===== config.mk =====
export PLATFORM = sky130hd
export DESIGN_NAME = vector_to_yaw_pitch
export DESIGN_NICKNAME = d
export VERILOG_FILES = /design/src/rtl/core/v2yp_pkg.sv /design/src/rtl/core/vector_to_yaw_pitch.sv
export SDC_FILE = /design/constraint.sdc
export NUM_CORES = 1
export LEC_CHECK = 0
export BUFFER_PORTS_ARGS = -buffer_cell sky130_fd_sc_hd__buf_2
export CAP_MARGIN = 10
export CORE_MARGIN = 2
export CORE_UTILIZATION = 55
export CTS_BUF_LIST = sky130_fd_sc_hd__clkbuf_16
export CTS_CLUSTER_SIZE = 16
export DETAILED_ROUTE_END_ITERATION = 16
export PLACE_DENSITY = 0.75
export SLEW_MARGIN = 20
export SYNTH_ARGS = -nofsm -noshare
export SYNTH_HDL_FRONTEND = slang
export SYNTH_SLANG_ARGS = --single-unit
export TNS_END_PERCENT = 10

===== constraint.sdc =====
create_clock -name i_clk -period 6.5 [get_ports i_clk]
set_input_delay 1.3 -clock i_clk [delete_from_list [all_inputs] [get_ports i_clk]]
set_output_delay 1.3 -clock i_clk [all_outputs]
set_load 0.01 [all_outputs]

===== src/rtl/core/v2yp_pkg.sv =====
// Package for the vector-to-yaw/pitch block: widths, fixed-point constants
// and the CORDIC arctangent table. No dependencies.
`default_nettype none

package v2yp_pkg;

    // Field widths of the external items.
    localparam int VEC_W   = 16;
    localparam int YAW_W   = 16;
    localparam int PITCH_W = 15;

    // Datapath: components scaled by 64 into 24-bit signed values.
    localparam int DATA_W  = 24;
    localparam int SCALE_SH = 6;

    // Angle accumulator in 1/512 degree. One bit of headroom over the
    // 18 bits the stored state needs, so a turned start plus the table sum
    // cannot wrap.
    localparam int ACC_W   = 19;

    // Arctangent table.
    localparam int ATAN_LEN = 24;
    localparam int ATAN_W   = 15;
    localparam int ITER_W   = 5;

    // Inverse CORDIC gain in Q0.20, with the width of its fraction.
    localparam int GAIN_W   = 20;
    localparam logic [GAIN_W-1:0] INV_GAIN = 20'd636751;

    // Half turn in accumulator units (180 degrees times 512).
    localparam logic signed [ACC_W-1:0] HALF_TURN = 19'sd92160;

    // Output limits in 1/128 degree.
    localparam logic signed [ACC_W-1:0] YAW_LIM   = 19'sd23040;
    localparam logic signed [ACC_W-1:0] PITCH_LIM = 19'sd11520;

    // atan(2^-i) in degrees times 512, rounded to nearest.
    function automatic logic [ATAN_W-1:0] f_atan(input logic [ITER_W-1:0] idx);
        logic [ATAN_W-1:0] v;
        unique case (idx)
            5'd0:    v = 15'd23040;
            5'd1:    v = 15'd13601;
            5'd2:    v = 15'd7187;
            5'd3:    v = 15'd3648;
            5'd4:    v = 15'd1831;
            5'd5:    v = 15'd916;
            5'd6:    v = 15'd458;
            5'd7:    v = 15'd229;
            5'd8:    v = 15'd115;
            5'd9:    v = 15'd57;
            5'd10:   v = 15'd29;
            5'd11:   v = 15'd14;
            5'd12:   v = 15'd7;
            5'd13:   v = 15'd4;
            5'd14:   v = 15'd2;
            5'd15:   v = 15'd1;
            default: v = '0;
        endcase
        return v;
    endfunction

endpackage

`default_nettype wire


===== src/rtl/core/vector_to_yaw_pitch.sv =====
// Top level of the vector-to-yaw/pitch converter: one shared CORDIC
// vectoring stage run twice under a small sequencer. Depends on v2yp_pkg.
`default_nettype none

//  Channel | Direction | Handshake                  | Payload
//  --------+-----------+----------------------------+----------------------------------
//  in      | into      | i_in_valid / o_in_stall    | i_vec_x, i_vec_y, i_vec_z (Q8.8)
//  out     | out of    | o_out_valid / i_out_stall  | o_yaw_angle, o_pitch_angle
//
// A vector goes from its transfer through the yaw pass, gain correction, the
// pitch pass and the finishing state into the output register; each pass runs
// CORDIC_STEPS steps, capped at 24. The single micro-rotation stage is the
// limit: it runs the steps for yaw and then those for pitch, and the input
// stalls until the result leaves the finishing state. A vector with zero
// horizontal part skips both passes. Reset is synchronous and active low and
// returns the sequencer to idle with an empty output register. A stall on the
// output holds the result; the next vector is still taken, and its result
// waits in the finishing state until the output register frees up.

module vector_to_yaw_pitch #(
    parameter int CORDIC_STEPS = 16
) (
    input  wire                                  i_clk,
    input  wire                                  i_rst_n,
    input  wire                                  i_in_valid,
    output logic                                 o_in_stall,
    input  wire  logic signed [v2yp_pkg::VEC_W-1:0]   i_vec_x,
    input  wire  logic signed [v2yp_pkg::VEC_W-1:0]   i_vec_y,
    input  wire  logic signed [v2yp_pkg::VEC_W-1:0]   i_vec_z,
    output logic                                 o_out_valid,
    input  wire                                  i_out_stall,
    output logic signed [v2yp_pkg::YAW_W-1:0]    o_yaw_angle,
    output logic signed [v2yp_pkg::PITCH_W-1:0]  o_pitch_angle
);

    import v2yp_pkg::*;

    // The table has 24 entries; more steps than that would add nothing.
    localparam int STEPS = (CORDIC_STEPS > ATAN_LEN) ? ATAN_LEN : CORDIC_STEPS;
    localparam logic [ITER_W-1:0] LAST_STEP = ITER_W'(STEPS - 1);
    localparam int PROD_W = DATA_W - 1 + GAIN_W;

    typedef enum logic [2:0] {
        ST_IDLE,
        ST_PASS1,
        ST_GAIN,
        ST_PASS2,
        ST_HOLD
    } t_state;

    t_state                     r_state;
    logic [ITER_W-1:0]          r_iter;
    logic signed [DATA_W-1:0]   r_x;
    logic signed [DATA_W-1:0]   r_y;
    logic signed [ACC_W-1:0]    r_acc;
    logic signed [VEC_W-1:0]    r_z;
    logic                       r_hzero;
    logic signed [YAW_W-1:0]    r_yaw;
    logic                       r_out_valid;
    logic signed [YAW_W-1:0]    r_yaw_out;
    logic signed [PITCH_W-1:0]  r_pitch_out;

    logic                       in_xfer;
    logic                       out_free;
    logic signed [DATA_W-1:0]   n_x_load;
    logic signed [DATA_W-1:0]   n_y_load;
    logic signed [ACC_W-1:0]    n_acc_load;
    logic signed [DATA_W-1:0]   x_sh;
    logic signed [DATA_W-1:0]   y_sh;
    logic signed [ACC_W-1:0]    atan_ext;
    logic signed [DATA_W-1:0]   n_x_step;
    logic signed [DATA_W-1:0]   n_y_step;
    logic signed [ACC_W-1:0]    n_acc_step;
    logic [PROD_W-1:0]          gain_prod;
    logic [PROD_W-1:0]          gain_rnd;
    logic signed [DATA_W-1:0]   len;
    logic signed [DATA_W-1:0]   neg_z;
    logic signed [ACC_W-1:0]    acc_rnd;
    logic signed [ACC_W-1:0]    acc_q;
    logic signed [ACC_W-1:0]    yaw_sat;
    logic signed [ACC_W-1:0]    pitch_sat;
    logic signed [PITCH_W-1:0]  pitch_res;

    assign in_xfer  = i_in_valid && !o_in_stall;
    assign out_free = !r_out_valid || !i_out_stall;

    assign o_in_stall    = (r_state != ST_IDLE);
    assign o_out_valid   = r_out_valid;
    assign o_yaw_angle   = r_yaw_out;
    assign o_pitch_angle = r_pitch_out;

    // Load: scale by 64 and, for negative x, turn the vector by a half turn.
    always_comb begin
        logic signed [DATA_W-1:0] sx;
        logic signed [DATA_W-1:0] sy;
        sx = {{(DATA_W-VEC_W-SCALE_SH){i_vec_x[VEC_W-1]}}, i_vec_x, SCALE_SH'(0)};
        sy = {{(DATA_W-VEC_W-SCALE_SH){i_vec_y[VEC_W-1]}}, i_vec_y, SCALE_SH'(0)};
        if (i_vec_x[VEC_W-1]) begin
            n_x_load   = -sx;
            n_y_load   = -sy;
            n_acc_load = i_vec_y[VEC_W-1] ? -HALF_TURN : HALF_TURN;
        end else begin
            n_x_load   = sx;
            n_y_load   = sy;
            n_acc_load = '0;
        end
    end

    // The shared micro-rotation: drive y toward zero, accumulate the angle.
    assign x_sh     = r_x >>> r_iter;
    assign y_sh     = r_y >>> r_iter;
    assign atan_ext = ACC_W'(f_atan(r_iter));

    always_comb begin
        if (!r_y[DATA_W-1]) begin
            n_x_step   = r_x + y_sh;
            n_y_step   = r_y - x_sh;
            n_acc_step = r_acc + atan_ext;
        end else begin
            n_x_step   = r_x - y_sh;
            n_y_step   = r_y + x_sh;
            n_acc_step = r_acc - atan_ext;
        end
    end

    // Gain correction of the horizontal length; x is never negative here
    // and stays below 2^23, so the low bits carry the whole value.
    assign gain_prod = PROD_W'(r_x[DATA_W-2:0]) * PROD_W'(INV_GAIN);
    assign gain_rnd  = gain_prod + (PROD_W'(1) << (GAIN_W - 1));
    assign len       = DATA_W'(gain_rnd[PROD_W-1:GAIN_W]);
    assign neg_z     = -{{(DATA_W-VEC_W-SCALE_SH){r_z[VEC_W-1]}}, r_z, SCALE_SH'(0)};

    // Accumulator to output units: divide by four, rounding half up, saturate.
    assign acc_rnd = r_acc + ACC_W'(2);
    assign acc_q   = acc_rnd >>> 2;

    always_comb begin
        if (acc_q > YAW_LIM) begin
            yaw_sat = YAW_LIM;
        end else if (acc_q < -YAW_LIM) begin
            yaw_sat = -YAW_LIM;
        end else begin
            yaw_sat = acc_q;
        end
        if (acc_q > PITCH_LIM) begin
            pitch_sat = PITCH_LIM;
        end else if (acc_q < -PITCH_LIM) begin
            pitch_sat = -PITCH_LIM;
        end else begin
            pitch_sat = acc_q;
        end
    end

    // With no horizontal part the pitch is straight down for positive z
    // and straight up otherwise, zero included.
    always_comb begin
        if (r_hzero) begin
            if (!r_z[VEC_W-1] && (r_z != '0)) begin
                pitch_res = -PITCH_W'(PITCH_LIM);
            end else begin
                pitch_res = PITCH_W'(PITCH_LIM);
            end
        end else begin
            pitch_res = PITCH_W'(pitch_sat);
        end
    end

    always_ff @(posedge i_clk) begin
        if (!i_rst_n) begin
            r_state     <= ST_IDLE;
            r_iter      <= '0;
            r_out_valid <= 1'b0;
        end else begin
            // In the finishing state the hold arm below owns the output register.
            if (r_out_valid && !i_out_stall && (r_state != ST_HOLD)) begin
                r_out_valid <= 1'b0;
            end
            unique case (r_state)
                ST_IDLE: begin
                    if (in_xfer) begin
                        r_z     <= i_vec_z;
                        r_x     <= n_x_load;
                        r_y     <= n_y_load;
                        r_acc   <= n_acc_load;
                        r_iter  <= '0;
                        r_hzero <= (i_vec_x == '0) && (i_vec_y == '0);
                        if ((i_vec_x == '0) && (i_vec_y == '0)) begin
                            r_yaw   <= '0;
                            r_state <= ST_HOLD;
                        end else begin
                            r_state <= ST_PASS1;
                        end
                    end
                end
                ST_PASS1: begin
                    r_x   <= n_x_step;
                    r_y   <= n_y_step;
                    r_acc <= n_acc_step;
                    if (r_iter == LAST_STEP) begin
                        r_iter  <= '0;
                        r_state <= ST_GAIN;
                    end else begin
                        r_iter <= r_iter + ITER_W'(1);
                    end
                end
                ST_GAIN: begin
                    r_yaw   <= YAW_W'(yaw_sat);
                    r_x     <= len;
                    r_y     <= neg_z;
                    r_acc   <= '0;
                    r_state <= ST_PASS2;
                end
                ST_PASS2: begin
                    r_x   <= n_x_step;
                    r_y   <= n_y_step;
                    r_acc <= n_acc_step;
                    if (r_iter == LAST_STEP) begin
                        r_iter  <= '0;
                        r_state <= ST_HOLD;
                    end else begin
                        r_iter <= r_iter + ITER_W'(1);
                    end
                end
                ST_HOLD: begin
                    if (out_free) begin
                        r_out_valid <= 1'b1;
                        r_yaw_out   <= r_yaw;
                        r_pitch_out <= pitch_res;
                        r_state     <= ST_IDLE;
                    end
                end
                default: begin
                    r_state <= ST_IDLE;
                end
            endcase
        end
    end

`ifndef NO_ASSERTIONS
    // A transfer in always starts work, so the input is held off next cycle.
    a_busy_after_xfer: assert property (@(posedge i_clk) disable iff (!i_rst_n)
        in_xfer |=> o_in_stall)
        else $error("input not held off after a transfer");

    // x never goes negative during a pass; a sign flip means the datapath wrapped.
    a_x_nonneg: assert property (@(posedge i_clk) disable iff (!i_rst_n)
        ((r_state == ST_PASS1) || (r_state == ST_PASS2)) |-> !r_x[DATA_W-1])
        else $error("CORDIC x register wrapped");

    // Results leave within their angle ranges.
    a_out_range: assert property (@(posedge i_clk) disable iff (!i_rst_n)
        o_out_valid |-> ((o_yaw_angle <= YAW_W'(YAW_LIM)) && (o_yaw_angle >= -YAW_W'(YAW_LIM))
            && (o_pitch_angle <= PITCH_W'(PITCH_LIM))
            && (o_pitch_angle >= -PITCH_W'(PITCH_LIM))))
        else $error("result angle out of range");
`endif

endmodule

`default_nettype wire


==> impl_summary.txt <==
----------------------------------------------------
[Status]
  Run status ... finished with violations
  Violations in the final reports ... negative setup slack

[GRT]
  Wire length of the first global-routing pass ... 105 mm
  Largest net degree at the start of global routing ... 83
  Antenna violations before repair ... 0
  Overflow left after global routing ... 0
  Global-route usage over all layers ... 30.5%
  Number of global-route vias before repair ... 19,900

[Finish]
  Multi-input gate area in the final layout ... 0.0177 mm²
  Footprint of the flip-flops and latches ... 0.00442 mm²
  Final antenna diode count ... 0
  Post-route design area ... 0.0270 mm²
  Fillcell total ... 3,340
  Signed area change from the synthesized netlist to the final layout ... 14.5%
  Share of post-route cells with drive strength above 1 ... 18.6%
  Commonest cells after routing, fill and taps aside ... inv_1 (396), ha_1 (250), fa_1 (210), buf_4 (192), nor2_1 (153)
  Commonest non-fill, non-tap cell in the layout ... inv_1
  Final net count ... 3,257

[Hold path]
  Hold Path Origin ... r_yaw[3]
  Class of the tightest hold or removal check ... register to register

[Place]
  Weighted congestion reported at the end of routability-driven placement ... 0.960
  Port-buffer cells ... 84
  Standard cell area after detailed placement ... 0.0259 mm²
  Placed wire-length estimate after detailed placement ... 53.7 mm

[Setup path]
  Endpoint arrival time on the critical path ... 6.99 ns
  Critical-path maximum fanout ... 3
  Startpoint of the worst-slack reg-to-reg timing path ... r_x[15]
  Type of the setup path with the least slack ... register to register
  Endpoint class of the critical path ... register
  Data required, critical path ... 6.79 ns
  Startpoint of the most critical setup path ... r_x[15]
  Critical path launch point type ... register

[Logic synthesis]
  Number of nets in the synthesized netlist ... 3,035
  Post-synth EDFFs ... 131
  Top FF cell, synth ... edfxtp_1
  Yosys warnings ... 0
  Multiplexer area fraction after synthesis ... 8.42%
  Area share of and/or/nand/nor cells after synthesis ... 11.4%
  Synth Area in Compound Gates ... 14.3%
  Flop and latch count out of synthesis ... 155
  Synthesized netlist cell count ... 2,493
  Sequential fraction of the synthesis area ... 18.7%
  Cell area after synthesis ... 0.0236 mm²
  Adder and majority cell fraction of the synthesized area ... 33.0%
  Netlist cell types ... 86
  Synth Area in XOR/XNOR ... 5.94%
  Synthesized area per cell ... 9.46 µm²
  Largest family of logic cells by synthesized area ... adder cells
  FFs w/ async S/R, synth ... 0%

[Clock tree]
  H-tree depth ... 4
  Sinks on the clock net ... 155
  Clock slew seen by the registers of the worst setup and hold paths ... 0.07 ns
  Hold Buf Count CTS ... 0
  CTS tree ... built
  CTS Buf Count ... 17
  Worst-Skew Late Latency ... 0.45 ns
  Buffer levels on the longest clock path ... 2
  Root Buffer ... clkbuf_16

[Drt]
  Amount of wire on met2 after detailed routing ... 31.4 mm
  Wire length on met3 ... 5.20 mm
  Top layer reached by signal wires ... met5
  Via count ... 19,500
  Routed wire length per instance ... 20.4 µm
  Post-detailed-route via-to-cell ratio ... 5.97
  Violation count after the first detailed-routing iteration ... 1,685
  Sum of routed wire segments on met1 ... 28.3 mm
  Post-detailed-routing wire length ... 66.6 mm
  Number of remaining DRC errors ... 0
  Remaining antenna violation count ... 0
  Drt pass-1 iters ... 5

[Timing]
  Max_slew headroom ... 21.9%
  Setup clock skew after layout ... 0.0134 ns
  Final critical delay including setup and external delays ... 6.70 ns
  Slew at the pin closest to its max-slew limit ... 1.16 ns
  RSZ-0062 raised after global routing ... yes
  Max-slew violation total from the final report ... 0
  Setup ws final ... -0.195 ns
  Max Clk Rate ... 149 MHz
  Final Hold Viols ... 0
  Fraction of the cycle the final worst path needs ... 103%
  Final count of negative-setup-slack endpoints ... 9

[Floorplan]
  Boundary Pins ... 85
  Core area ... 0.0421 mm²
  Total Die Area ... 0.0445 mm²
  Number of core rows ... 75
  DIE HEIGHT ... 211 µm
  Die width ... 211 µm
  Initial Utilization ... 55.9%

[Run]
  Maxcap violations ... 0

----------------------------------------------------
path summary, 6_finish.rpt:
path                                  endpoint  slack, ns  cells after the start
worst min-delay path            o_yaw_angle[3]       0.42                      0
worst min register to register  o_yaw_angle[3]       0.42                      0
worst max-delay path                   r_x[16]      -0.20                     23
worst max register to register         r_x[16]      -0.20                     23
timing repair:
action | CTS | global route
setup buffers | 10 | 8
resized for setup | 22 | 57
pin swaps | 15 | 47
hold endpoints to repair | 0 | 0
setup endpoints to repair | 19 | 23
logic make-up (layout without fill, tap and decap cells):
| family | after synthesis | count (layout) |
|---|---|---|
| buffers and inverters | 498 | 732 |
| AOI/OAI and AO/OA | 515 | 515 |
| DFF | 155 | 155 |
| muxes | 127 | 127 |
| and+or+nand+nor | 548 | 548 |
| xor gates and xnor gates | 160 | 160 |
| adders and majority gates | 490 | 490 |
registers in the layout, summed over array words and instances (netlist names), named ones only:
name / count
o_out_valid: 1
r_state: 3
r_x: 24
o_pitch_angle: 15
r_acc: 19
r_yaw: 16
r_y: 24
r_z: 16
o_yaw_angle: 16
r_hzero: 1
r_iter: 5
worst max-delay path, stage by stage, from the launching register on:
cell and delay, ns:
edfxtp_1 0.45, buf_4 0.18, fa_1 0.52, inv_1 0.05
fa_1 0.49, inv_1 0.06, fa_1 0.50, inv_1 0.05
fa_1 0.49, inv_1 0.06, fa_1 0.55, fa_1 0.44
ha_1 0.32, ha_1 0.31, nand2_1 0.09, or3_4 0.39
nor3_4 0.24, a41oi_4 0.17, a21oi_2 0.20, nor2_1 0.08
a211o_1 0.28, o21ai_2 0.16, mux2_4 0.31, o211ai_1 0.15
layout make-up:
class	instances	share of cell area [%]
sequential	155	16.4
multi-input combinational	1840	65.7
inverter	415	5.79
timing repair buffer	286	7.51
clock inverter	14	0.607
tap	539	2.50
clock buffer	17	1.58
synthesized netlist by cell type, drive strengths merged (12+ instances only):
cell | n | area share (%)
a211oi | 14 | 0.45
a21o | 40 | 1.3
a21oi | 124 | 2.6
a22oi | 19 | 0.61
a31oi | 16 | 0.42
and2 | 17 | 0.45
and3 | 18 | 0.48
buf | 32 | 0.76
clkbuf | 51 | 0.81
dfxtp | 24 | 2.0
edfxtp | 131 | 17
fa | 220 | 19
ha | 270 | 14
inv | 414 | 6.6
mux2 | 27 | 1.3
mux2i | 46 | 2.0
mux4 | 54 | 5.2
nand2 | 136 | 2.2
nand2b | 29 | 0.77
nand3 | 41 | 0.87
nor2 | 155 | 2.5
nor2b | 20 | 0.53
nor3 | 50 | 1.1
o211ai | 18 | 0.57
o21a | 18 | 0.57
o21ai | 117 | 2.5
o221ai | 12 | 0.45
o22ai | 20 | 0.53
o31ai | 27 | 0.86
or3 | 17 | 0.45
or4 | 13 | 0.41
xnor2 | 109 | 4.0
xor2 | 51 | 1.9
metal layers:
metal	vias up	track usage [%]
li1	9142	-
met1	9492	41.1
met3	119	5.98
met2	731	50.0
met4	2	8.79
met5	-	1.22
stage by stage:
stage               setup WS [ns]  TNS [ns]  hold slack, ns  cells  utilization, %
floorplan                -0.00777  -0.00777           0.400   2493               -
global placement           -0.260     -1.56           0.401   3217            61.6
detailed placement         -0.408     -3.71           0.407   3217            61.6
CTS                        -0.162    -0.703           0.423   3258            63.3
global route               -0.462     -3.92           0.433   3266            64.1
finish                     -0.195    -0.742           0.421   3266            64.1
Power is left out: the tool's default activity adds up to more than one toggle a clock period on the data nets, which glitch-free logic cannot reach.
